$ cat src/hw/rtl/dtq_pkg.sv
// ----------------------------------------------------------------------------
// dtq_pkg: shared types and constants of the deadline timer queue
// request and status codes, controller states, command and status structs
// ----------------------------------------------------------------------------
package dtq_pkg;

	localparam int unsigned DefTableDepth = 16;
	localparam int unsigned MaxResults    = 16;
	localparam int unsigned TimeW         = 63;
	localparam int unsigned TagW          = 16;
	localparam int unsigned HandleW       = 16;
	localparam int unsigned OrderW        = 16;
	localparam int unsigned CountW        = 5;
	localparam logic [TimeW-1:0] TimeMax  = {TimeW{1'b1}};

	typedef enum logic [2:0] {
		REQ_SCHED_ABS = 3'd0,
		REQ_SCHED_REL = 3'd1,
		REQ_CANCEL    = 3'd2,
		REQ_ADV_ABS   = 3'd3,
		REQ_ADV_REL   = 3'd4,
		REQ_FLUSH     = 3'd5,
		REQ_UNUSED6   = 3'd6,
		REQ_UNUSED7   = 3'd7
	} req_t;

	typedef enum logic [2:0] {
		ST_ACCEPTED  = 3'd0,
		ST_FULL      = 3'd1,
		ST_FIRED     = 3'd2,
		ST_FLUSHED   = 3'd3,
		ST_BACKWARDS = 3'd4,
		ST_NONE_DUE  = 3'd5
	} status_t;

	typedef enum logic [2:0] {
		S_IDLE,
		S_EXEC,
		S_SCAN,
		S_DECIDE,
		S_OUT
	} state_t;

	// controller to datapath
	typedef struct packed {
		logic    load_req;   // capture request
		logic    exec;       // schedule / cancel / set time
		logic    scan_start; // restart min search
		logic    scan_step;  // examine one slot
		logic    pop;        // remove found entry
		logic    load_out;   // write result register
		status_t out_status;
		logic    out_entry;  // result carries the found entry
		logic    out_last;
		logic    cap_hit;    // result cap of the run reached
	} dtq_cmd_t;

	// datapath to controller
	typedef struct packed {
		req_t req;
		logic backwards; // absolute advance below now
		logic full;
		logic scan_done;
		logic found;     // min entry exists
		logic found_due; // and deadline <= now
	} dtq_stat_t;

endpackage

$ cat src/hw/rtl/dtq_if.sv
// ----------------------------------------------------------------------------
// dtq_req_if / dtq_res_if: valid-ready channels of the timer queue
// request and result items with their payload
// ----------------------------------------------------------------------------
interface dtq_req_if;
	logic        valid;
	logic        ready;
	logic [2:0]  req_type;
	logic [62:0] time_value;
	logic [15:0] tag_value;
	logic        tag_is_scope;
	logic [15:0] handle_id;
	modport source (output valid, req_type, time_value, tag_value, tag_is_scope,
		handle_id, input ready);
	modport sink (input valid, req_type, time_value, tag_value, tag_is_scope,
		handle_id, output ready);
endinterface

interface dtq_res_if;
	logic        valid;
	logic        ready;
	logic [2:0]  status;
	logic [15:0] out_handle;
	logic [62:0] out_deadline;
	logic [4:0]  removed_count;
	logic [62:0] next_deadline;
	logic        last_of_run;
	modport source (output valid, status, out_handle, out_deadline, removed_count,
		next_deadline, last_of_run, input ready);
	modport sink (input valid, status, out_handle, out_deadline, removed_count,
		next_deadline, last_of_run, output ready);
endinterface

$ cat src/hw/rtl/dtq_ctrl.sv
// ----------------------------------------------------------------------------
// dtq_ctrl: request sequencer of the timer queue
// steps each request through execute, min search and result handoff
// ----------------------------------------------------------------------------
module dtq_ctrl (
	input  logic              clk,
	input  logic              arst_n,
	input  logic              in_valid,
	output logic              in_ready,
	input  logic              out_busy,
	input  dtq_pkg::dtq_stat_t st,
	output dtq_pkg::dtq_cmd_t  cmd
);
	import dtq_pkg::*;

	localparam int unsigned CntW = $clog2(MaxResults + 1);

	state_t state_q, state_d;
	logic [CntW-1:0] emit_q;
	logic draining;
	logic only_due;
	logic run_drain;
	logic found_ok;
	logic pop_ok;
	logic run_done;

	assign draining = (st.req == REQ_ADV_ABS) || (st.req == REQ_ADV_REL) ||
		(st.req == REQ_FLUSH);
	assign only_due = (st.req != REQ_FLUSH);
	assign run_drain = draining && !(st.req == REQ_ADV_ABS && st.backwards);
	assign found_ok = st.found && (!only_due || st.found_due);
	assign pop_ok = found_ok && (emit_q != CntW'(MaxResults));
	// the last popped item already went out marked as last of the run
	assign run_done = run_drain && (emit_q != '0) && !pop_ok;

	always_ff @(posedge clk or negedge arst_n) begin
		if (!arst_n) begin
			state_q <= S_IDLE;
			emit_q  <= '0;
		end else begin
			state_q <= state_d;
			if (state_q == S_IDLE) emit_q <= '0;
			else if (cmd.pop) emit_q <= emit_q + 1'b1;
		end
	end

	// next state
	always_comb begin
		state_d = state_q;
		unique case (state_q)
			S_IDLE:   if (in_valid && !out_busy) state_d = S_EXEC;
			S_EXEC:   state_d = S_SCAN;
			S_SCAN:   if (st.scan_done) state_d = S_DECIDE;
			S_DECIDE: state_d = S_OUT;
			S_OUT: begin
				if (run_done) state_d = S_IDLE;
				else if (!out_busy) state_d = (run_drain && pop_ok) ? S_SCAN : S_IDLE;
			end
			default:  state_d = S_IDLE;
		endcase
	end

	// outputs
	always_comb begin
		cmd = '0;
		cmd.out_status = ST_ACCEPTED;
		cmd.cap_hit = (emit_q == CntW'(MaxResults));
		in_ready = (state_q == S_IDLE) && !out_busy;
		unique case (state_q)
			S_IDLE:   cmd.load_req = in_valid && !out_busy;
			S_EXEC: begin
				cmd.exec = 1'b1;
				cmd.scan_start = 1'b1;
			end
			S_SCAN:   cmd.scan_step = 1'b1;
			S_DECIDE: ;
			S_OUT: begin
				if (!run_done && !out_busy) begin
					if (run_drain) begin
						if (pop_ok) begin
							// popped entry goes out after the rescan gives its next_deadline
							cmd.pop = 1'b1;
							cmd.out_entry = 1'b1;
							cmd.out_status = only_due ? ST_FIRED : ST_FLUSHED;
							cmd.scan_start = 1'b1;
						end else begin
							cmd.load_out = 1'b1;
							cmd.out_last = 1'b1;
							cmd.out_status = only_due ? ST_NONE_DUE : ST_ACCEPTED;
						end
					end else begin
						cmd.load_out = 1'b1;
						cmd.out_last = 1'b1;
						if (st.req == REQ_ADV_ABS) cmd.out_status = ST_BACKWARDS;
						else if ((st.req == REQ_SCHED_ABS || st.req == REQ_SCHED_REL) && st.full)
							cmd.out_status = ST_FULL;
						else cmd.out_status = ST_ACCEPTED;
					end
				end
			end
			default: ;
		endcase
	end
endmodule

$ cat src/hw/rtl/dtq_dp.sv
// ----------------------------------------------------------------------------
// dtq_dp: timer table, time base, sequential min search and result register
// one slot examined per cycle; popped entry held until next min is known
// ----------------------------------------------------------------------------
module dtq_dp #(
	parameter int unsigned TABLE_DEPTH = dtq_pkg::DefTableDepth
) (
	input  logic              clk,
	input  logic              arst_n,
	input  dtq_pkg::dtq_cmd_t cmd,
	output dtq_pkg::dtq_stat_t st,
	input  logic [2:0]        req_type,
	input  logic [62:0]       time_value,
	input  logic [15:0]       tag_value,
	input  logic              tag_is_scope,
	input  logic [15:0]       handle_id,
	output logic              res_valid,
	input  logic              res_ready,
	output logic [2:0]        res_status,
	output logic [15:0]       res_handle,
	output logic [62:0]       res_deadline,
	output logic [4:0]        res_removed,
	output logic [62:0]       res_next,
	output logic              res_last
);
	import dtq_pkg::*;

	localparam int unsigned IdxW = (TABLE_DEPTH > 1) ? $clog2(TABLE_DEPTH) : 1;
	localparam int unsigned CntW = $clog2(TABLE_DEPTH + 1);

	logic [TABLE_DEPTH-1:0] valid_q;
	logic [TimeW-1:0]   dl_q   [TABLE_DEPTH];
	logic [TagW-1:0]    tag_q  [TABLE_DEPTH];
	logic               kind_q [TABLE_DEPTH];
	logic [HandleW-1:0] hdl_q  [TABLE_DEPTH];
	logic [OrderW-1:0]  ord_q  [TABLE_DEPTH];
	logic [TimeW-1:0]   now_q;
	logic [OrderW-1:0]  ins_q;

	req_t             req_q;
	logic [TimeW-1:0] tv_q;
	logic [TagW-1:0]  tag_rq;
	logic             kind_rq;
	logic [HandleW-1:0] hid_q;

	// outcome of the execute step, kept for the result
	logic              full_q;
	logic [CountW-1:0] rm_q;

	// free slot and cancel matches
	logic [IdxW-1:0] free_idx;
	logic            full;
	always_comb begin
		free_idx = '0;
		full = 1'b1;
		for (int i = TABLE_DEPTH - 1; i >= 0; i--) begin
			if (!valid_q[i]) begin
				free_idx = IdxW'(i);
				full = 1'b0;
			end
		end
	end

	logic [TABLE_DEPTH-1:0] match;
	logic [CntW-1:0] match_cnt;
	always_comb begin
		match_cnt = '0;
		for (int i = 0; i < TABLE_DEPTH; i++) begin
			match[i] = valid_q[i] && kind_q[i] == kind_rq && tag_q[i] == tag_rq &&
				!(kind_rq && tag_rq == '0);
			match_cnt = match_cnt + CntW'(match[i]);
		end
	end

	logic [TimeW:0] rel_sum;
	logic [TimeW-1:0] rel_sat;
	assign rel_sum = {1'b0, now_q} + {1'b0, tv_q};
	assign rel_sat = rel_sum[TimeW] ? TimeMax : rel_sum[TimeW-1:0];

	// min search
	logic [IdxW-1:0] scan_q;
	logic [CntW-1:0] scan_n_q;
	logic            best_v_q;
	logic [IdxW-1:0] best_q;
	logic [TimeW-1:0] best_dl_q;
	logic [OrderW-1:0] best_age_q;
	logic [OrderW-1:0] cur_age;
	logic cand_better;
	assign cur_age = ins_q - ord_q[scan_q];
	assign cand_better = valid_q[scan_q] && (!best_v_q || dl_q[scan_q] < best_dl_q ||
		(dl_q[scan_q] == best_dl_q && cur_age > best_age_q));

	assign st.req = req_q;
	assign st.backwards = tv_q < now_q;
	assign st.full = full_q;
	assign st.scan_done = (scan_n_q == CntW'(TABLE_DEPTH - 1)) && cmd.scan_step;
	assign st.found = best_v_q;
	assign st.found_due = best_dl_q <= now_q;

	// popped entry waiting for its next_deadline
	logic pend_q;
	status_t pend_st_q;
	logic [HandleW-1:0] pend_h_q;
	logic [TimeW-1:0]  pend_d_q;

	// minimum over the table at the last scan step
	logic             next_v;
	logic [TimeW-1:0] next_dl;
	logic             more_due;
	assign next_v = best_v_q || cand_better;
	assign next_dl = cand_better ? dl_q[scan_q] : best_dl_q;
	assign more_due = next_v && (pend_st_q == ST_FLUSHED || next_dl <= now_q);

	always_ff @(posedge clk or negedge arst_n) begin
		if (!arst_n) begin
			valid_q   <= '0;
			now_q     <= '0;
			ins_q     <= '0;
			res_valid <= 1'b0;
			pend_q    <= 1'b0;
			best_v_q  <= 1'b0;
			scan_q    <= '0;
			scan_n_q  <= '0;
		end else begin
			if (res_valid && res_ready) res_valid <= 1'b0;
			if (cmd.load_req) begin
				req_q   <= req_t'(req_type);
				tv_q    <= time_value;
				tag_rq  <= tag_value;
				kind_rq <= tag_is_scope;
				hid_q   <= handle_id;
			end
			if (cmd.exec) begin
				full_q <= full;
				rm_q   <= (req_q != REQ_CANCEL) ? '0 :
					((int'(match_cnt) > 31) ? CountW'(31) : CountW'(match_cnt));
				unique case (req_q)
					REQ_SCHED_ABS, REQ_SCHED_REL: if (!full) begin
						valid_q[free_idx] <= 1'b1;
						dl_q[free_idx]    <= (req_q == REQ_SCHED_ABS) ? tv_q : rel_sat;
						tag_q[free_idx]   <= tag_rq;
						kind_q[free_idx]  <= kind_rq;
						hdl_q[free_idx]   <= hid_q;
						ord_q[free_idx]   <= ins_q;
						ins_q <= ins_q + 1'b1;
					end
					REQ_CANCEL: valid_q <= valid_q & ~match;
					REQ_ADV_ABS: if (!(tv_q < now_q)) now_q <= tv_q;
					REQ_ADV_REL: now_q <= rel_sat;
					REQ_FLUSH:   now_q <= tv_q;
					default: ;
				endcase
			end
			if (cmd.pop) begin
				valid_q[best_q] <= 1'b0;
				pend_q    <= 1'b1;
				pend_st_q <= cmd.out_status;
				pend_h_q  <= hdl_q[best_q];
				pend_d_q  <= best_dl_q;
			end
			if (cmd.scan_start) begin
				scan_q   <= '0;
				scan_n_q <= '0;
				best_v_q <= 1'b0;
			end else if (cmd.scan_step) begin
				scan_q   <= (scan_n_q == CntW'(TABLE_DEPTH - 1)) ? scan_q : scan_q + 1'b1;
				scan_n_q <= scan_n_q + 1'b1;
				if (cand_better) begin
					best_v_q   <= 1'b1;
					best_q     <= scan_q;
					best_dl_q  <= dl_q[scan_q];
					best_age_q <= cur_age;
				end
			end
			// a popped entry is emitted once the rescan that follows it is done
			if (pend_q && st.scan_done) begin
				pend_q      <= 1'b0;
				res_valid   <= 1'b1;
				res_status  <= pend_st_q;
				res_handle  <= pend_h_q;
				res_deadline <= pend_d_q;
				res_removed <= '0;
				res_next    <= next_v ? next_dl : TimeMax;
				res_last    <= cmd.cap_hit || !more_due;
			end else if (cmd.load_out) begin
				res_valid   <= 1'b1;
				res_status  <= cmd.out_status;
				res_handle  <= '0;
				res_deadline <= '0;
				res_removed <= rm_q;
				res_next    <= best_v_q ? best_dl_q : TimeMax;
				res_last    <= cmd.out_last;
			end
		end
	end
endmodule

$ cat src/hw/rtl/deadline_timer_queue.sv
// ----------------------------------------------------------------------------
// deadline_timer_queue: table of pending timers with cancel, advance and flush
// controller sequences each request over a slot-serial minimum search
// ----------------------------------------------------------------------------
// each request is executed, then the table is scanned for its minimum; a
// non-draining request gets a single result, each fired or flushed item is
// popped and sent once a rescan gives its next_deadline; the single
// comparator walks the table one slot a cycle; one request at a time, input
// taken only when the previous run is done and its last result has left
// reset empties the table, clears current time and insertion counter
// ----------------------------------------------------------------------------
module deadline_timer_queue #(
	parameter int unsigned TABLE_DEPTH = dtq_pkg::DefTableDepth
) (
	input logic  clk,
	input logic  arst_n,
	dtq_req_if.sink   req,
	dtq_res_if.source res
);
	import dtq_pkg::*;

	dtq_cmd_t  cmd;
	dtq_stat_t st;
	logic      out_busy;

	// busy while the result register holds an item that is not yet taken
	assign out_busy = res.valid && !res.ready;

	dtq_ctrl u_ctrl (
		.clk      (clk),
		.arst_n   (arst_n),
		.in_valid (req.valid),
		.in_ready (req.ready),
		.out_busy (out_busy),
		.st       (st),
		.cmd      (cmd)
	);

	dtq_dp #(.TABLE_DEPTH(TABLE_DEPTH)) u_dp (
		.clk          (clk),
		.arst_n       (arst_n),
		.cmd          (cmd),
		.st           (st),
		.req_type     (req.req_type),
		.time_value   (req.time_value),
		.tag_value    (req.tag_value),
		.tag_is_scope (req.tag_is_scope),
		.handle_id    (req.handle_id),
		.res_valid    (res.valid),
		.res_ready    (res.ready),
		.res_status   (res.status),
		.res_handle   (res.out_handle),
		.res_deadline (res.out_deadline),
		.res_removed  (res.removed_count),
		.res_next     (res.next_deadline),
		.res_last     (res.last_of_run)
	);

	// a request is never taken while a result is still on its way
	a_no_accept_busy: assert property (@(posedge clk) disable iff (!arst_n)
		req.valid && req.ready |-> !res.valid || res.ready)
		else $error("request taken with result pending");

	// command exclusivity between pop and result load
	a_pop_excl: assert property (@(posedge clk) disable iff (!arst_n)
		!(cmd.pop && cmd.load_out))
		else $error("pop and load in one cycle");

	// fired and flushed items carry a deadline not after the result's next deadline
	a_order: assert property (@(posedge clk) disable iff (!arst_n)
		res.valid && (res.status == ST_FIRED || res.status == ST_FLUSHED) |->
		res.out_deadline <= res.next_deadline)
		else $error("fired out of order");
endmodule
$ cat src/flat_wrapper.sv
// flat-port wrapper written by rule: the top's interface ports become plain ports
module deadline_timer_queue_flat import dtq_pkg::*;
#(
	parameter int unsigned TABLE_DEPTH = dtq_pkg::DefTableDepth
)
  (clk, arst_n, req_valid, req_req_type, req_time_value, req_tag_value, req_tag_is_scope, req_handle_id, req_ready, res_valid, res_status, res_out_handle, res_out_deadline, res_removed_count, res_next_deadline, res_last_of_run, res_ready);
  dtq_req_if req_i ();
  dtq_res_if res_i ();
  input logic clk;
  input logic arst_n;
  input wire logic [$bits(req_i.valid)-1:0] req_valid;
  input wire logic [$bits(req_i.req_type)-1:0] req_req_type;
  input wire logic [$bits(req_i.time_value)-1:0] req_time_value;
  input wire logic [$bits(req_i.tag_value)-1:0] req_tag_value;
  input wire logic [$bits(req_i.tag_is_scope)-1:0] req_tag_is_scope;
  input wire logic [$bits(req_i.handle_id)-1:0] req_handle_id;
  output wire logic [$bits(req_i.ready)-1:0] req_ready;
  output wire logic [$bits(res_i.valid)-1:0] res_valid;
  output wire logic [$bits(res_i.status)-1:0] res_status;
  output wire logic [$bits(res_i.out_handle)-1:0] res_out_handle;
  output wire logic [$bits(res_i.out_deadline)-1:0] res_out_deadline;
  output wire logic [$bits(res_i.removed_count)-1:0] res_removed_count;
  output wire logic [$bits(res_i.next_deadline)-1:0] res_next_deadline;
  output wire logic [$bits(res_i.last_of_run)-1:0] res_last_of_run;
  input wire logic [$bits(res_i.ready)-1:0] res_ready;
  assign req_i.valid = req_valid;
  assign req_i.req_type = req_req_type;
  assign req_i.time_value = req_time_value;
  assign req_i.tag_value = req_tag_value;
  assign req_i.tag_is_scope = req_tag_is_scope;
  assign req_i.handle_id = req_handle_id;
  assign req_ready = req_i.ready;
  assign res_valid = res_i.valid;
  assign res_status = res_i.status;
  assign res_out_handle = res_i.out_handle;
  assign res_out_deadline = res_i.out_deadline;
  assign res_removed_count = res_i.removed_count;
  assign res_next_deadline = res_i.next_deadline;
  assign res_last_of_run = res_i.last_of_run;
  assign res_i.ready = res_ready;
  deadline_timer_queue #(.TABLE_DEPTH(TABLE_DEPTH)) u_core (.clk(clk), .arst_n(arst_n), .req(req_i), .res(res_i));
endmodule
$ cat config.mk
export PLATFORM = sky130hd
export DESIGN_NAME = deadline_timer_queue_flat
export DESIGN_NICKNAME = d
export VERILOG_FILES = /design/src/hw/rtl/dtq_pkg.sv /design/src/hw/rtl/dtq_if.sv /design/src/hw/rtl/dtq_ctrl.sv /design/src/hw/rtl/dtq_dp.sv /design/src/hw/rtl/deadline_timer_queue.sv /design/src/flat_wrapper.sv
export SDC_FILE = /design/constraint.sdc
export NUM_CORES = 2
export LEC_CHECK = 0
export BUFFER_PORTS_ARGS = -buffer_cell sky130_fd_sc_hd__buf_2
export CELL_PAD_IN_SITES_DETAIL_PLACEMENT = 1
export CELL_PAD_IN_SITES_GLOBAL_PLACEMENT = 1
export CORE_UTILIZATION = 49
export DETAILED_ROUTE_END_ITERATION = 12
export GPL_TIMING_DRIVEN = 1
export PLACE_DENSITY = 0.84
export SLEW_MARGIN = 20
export SYNTH_ARGS = -nofsm -noshare
export SYNTH_HDL_FRONTEND = slang
export SYNTH_SLANG_ARGS = --single-unit
$ cat constraint.sdc
create_clock -name clk -period 9.2 [get_ports clk]
set_input_delay 0.92 -clock clk [delete_from_list [all_inputs] [get_ports clk]]
set_output_delay 0.92 -clock clk [all_outputs]
set_load 0.03 [all_outputs]
==> impl_metrics.toml <==
[floorplan]
coreArea_sq_mm = 0.205
die_h_microns = 456
die_x_microns = 456
die_area_sq_mm = 0.208
start_util_pct = 49.4
ios = 256
rows = 166

[clock_network]
cts_buffers = 230
root_buffer = "clkbuf_16"
clock-sinks = 2328
clock_latency_ns = 0.91
cts_tree = "done"
clk_path_buf_depth = 3
cts_max_level = 4
path_clk_slew_ns = 0.07

[placement]
gp_congestion = 0.944
dpl.hpwl_microns = 178000
dp_cells = 8670
port_buffers = 255
placed_area_sq_mm = 0.106

[detailed_routing]
first_pass_iters = 6
drc = 0
wl_per_cell_microns = 33.6
final_antenna_net_count = 0
drt-initial-drc-count = 7137
drt-total-wl_microns = 307000
dr_total_vias = 60100
viasPerCell = 6.58

[grt]
grt_pass1_vias = 63900
grtUsageTotal_pct = 29.1
grt_max_degree = 113
grt-ovfl-total = 0
grt_pass1_wl_microns = 441000
antenna_found_initial = 9

[worst_hold_path]
whs_path_depth = 1
hold-path-endpoint = "u_core.u_dp.hid_q[9]"
min_from = "req_handle_id[9]"
min_path_type = "in -> reg"

[timing]
final_max_slew_viol_count = 0
clock-skew-final_ns = 0.0839
layout_min_cycle_time_ns = 9.07
hold_viol_final = 0
period_share_pct = 98.5
fmax_mhz = 110
relSlewSlack_pct = 12.7
fin_hold_ws_ns = 0.194
worst_slew_pin_slew_ns = 1.30
setup_viol = 0

[synth]
yosys-top-cells-area = "edfxtp_1 (66%), mux4_2 (11%), ha_1 (4.4%)"
syn-num-nets = 6356
async_reset_ff_share_pct = 4.94
synth_area_sq_mm = 0.101
synthCells = 5882
synth_cell_types = 96
synth_edf_count = 2213
ys.flop_type = "edfxtp_1"
yosys.area.top_type = "edfxtp_1"
yosysSeqAreaShare_pct = 68.5
synth.ff_latch_count = 2328
synth_top_area_share_pct = 65.7
synth_warnings = 0
avgSynthCellArea_sq_um = 17.2

[cells_and_area]
final_cell_mix = "edfxtp_1 (2213), mux4_2 (480), ha_1 (359)"
final_cell_area_sq_mm = 0.115
drive_above_1_share_pct = 21.6
syn_to_final_growth_pct = 13.3
final_nets = 6703
final_common_cell = "edfxtp_1"
seqCellArea_sq_mm = 0.0693
instances_no_fill = 9126
fillers = 18400
multi_input_area_sq_mm = 0.0303

[power]
p_switching_uw = 13000
power_density_mw_per_mm2 = 323
pwr-share-clk_pct = 26.4
seq_power_share_pct = 38.5
combPwrFrac_pct = 35.1
p_leak_uw = 0.0390
intPower_uw = 24000
switching_share_pct = 35.2
ir_drop_uv = 260

[setup_path]
critPathCaptureType = "flop"
crit_slowest_cell = "dfrtp_4"
cp_max_fo = 11
reg2reg_depth = 38
cp.arrival_ns = 9.70
r2r_end = "u_core.u_dp.res_last"
required_ns = 9.84
slowest_delay_ns = 0.56
critPathLaunchType = "flop"
worstSetupPathType = "reg -> reg"
rrSetupSlack_ns = 0.13
rr_startpoint = "u_core.u_dp.scan_q[0]"

[job]
drv_cap = 0

[outcome]
status = "completed"
-- cell usage after synthesis (8+ instances only) --
cell	number
o21bai_1	29
and3_1	45
a22oi_1	11
buf_2	19
a211oi_1	20
xor2_1	233
a21oi_1	181
and2_1	88
and4_1	9
a31oi_1	62
xnor2_1	127
or2_2	8
nor3_1	52
ha_1	359
nor2b_1	44
dfrtp_1	115
nor4_1	95
inv_1	256
o21ai_0	146
o21a_1	20
mux4_2	480
o21ai_1	10
nor2_1	228
clkbuf_1	203
nand3_1	66
or3_1	13
o32a_1	65
nand2_1	145
mux2_2	63
a21o_1	73
buf_1	47
mux2i_1	9
edfxtp_1	2213
o211ai_1	23
a221oi_1	9
o31ai_1	23
o22ai_1	38
nand2b_1	23
nand4_1	90
fa_1	12
a2111oi_0	9
-- power groups by stage --
| stage | clock network [uW] | registers (uW) | logic, uW |
|---|---|---|---|
| global route | 10200 | 14300 | 13700 |
| floorplan | 0 | 14200 | 8030 |
| detailed placement | 0 | 14500 | 12100 |
| global placement | 0 | 14400 | 11300 |
| finish | 9780 | 14300 | 13000 |
| CTS | 9840 | 14300 | 12500 |
-- worst max-delay path, delay by kind of cell (launching register included) --
kind	cells	cell delay, ns
muxes	3	0.90
buffers and inverters	5	0.78
adders and majority gates	4	1.27
xor gates and xnor gates	1	0.13
DFF	1	0.56
and+or+nand+nor	4	0.60
AOI/OAI and AO/OA	21	4.54
-- cell families after synthesis --
| logic type | share of synthesized area (%) |
|---|---|
| mux | 11.5 |
| simple gates | 4.86 |
| fa+ha+maj | 4.68 |
| buf+inv | 2.03 |
| flops | 68.5 |
| xor+xnor | 3.12 |
| compound gates | 5.32 |
-- repair_timing --
action	4_1_cts	5_1_grt
hold endpoints to repair	35	0
pin swaps	1	1
setup endpoints to repair	1	1
hold buffers	1	0
gates cloned	0	2
setup buffers	4	3
gates resized for setup	10	7
-- worst max-delay path by stage --
stage,endpoint,start
2_1_floorplan,u_core.u_dp.res_last,u_core.u_dp.scan_q[0]
3_3_place_gp,u_core.u_dp.res_last,u_core.u_dp.scan_q[0]
3_5_place_dp,u_core.u_dp.res_last,u_core.u_dp.scan_q[0]
4_1_cts,u_core.u_dp.res_last,u_core.u_dp.scan_q[0]
5_1_grt,u_core.u_dp.res_last,u_core.u_dp.scan_q[0]
6_report,u_core.u_dp.res_last,u_core.u_dp.scan_q[0]
-- registers in the layout (all words and copies together) (netlist names), 63 cells and up --
| signal | count |
|---|---|
| u_core.u_dp.dl_q | 1008 |
| u_core.u_dp.res_next | 63 |
| u_core.u_dp.ord_q | 256 |
| u_core.u_dp.hdl_q | 256 |
| u_core.u_dp.tv_q | 63 |
| u_core.u_dp.now_q | 63 |
| u_core.u_dp.best_dl_q | 63 |
| u_core.u_dp.pend_d_q | 63 |
| u_core.u_dp.res_deadline | 63 |
| u_core.u_dp.tag_q | 256 |
-- through the flow --
step	util (%)	total power (uW)	worst slack, ns	setup TNS (ns)
finish	55.9	37000	0.135	0
global route	55.9	38200	-0.176	-0.176
CTS	55.7	36600	0.0314	0
detailed placement	51.8	26600	-0.533	-0.533
global placement	51.8	25700	-0.333	-0.333
floorplan	-	22300	0.425	0
-- layout make-up --
cell class              instances  area share, %
inverters                     257          0.842
clock buffers                 282           5.24
clock inverters               153           1.58
multi-input cells            3022           26.5
repair buffers                390           2.41
well taps                    2688           2.93
diodes                          6         0.0131
flip-flops and latches       2328           60.5
-- layer usage --
layer	GRT usage, %	routed length (microns)
met1	36.6	112000
met2	48.4	152000
met3	4.80	25100
met4	15.4	17400
met5	0	22
No activity file was read; power rests on OpenSTA's default activity.
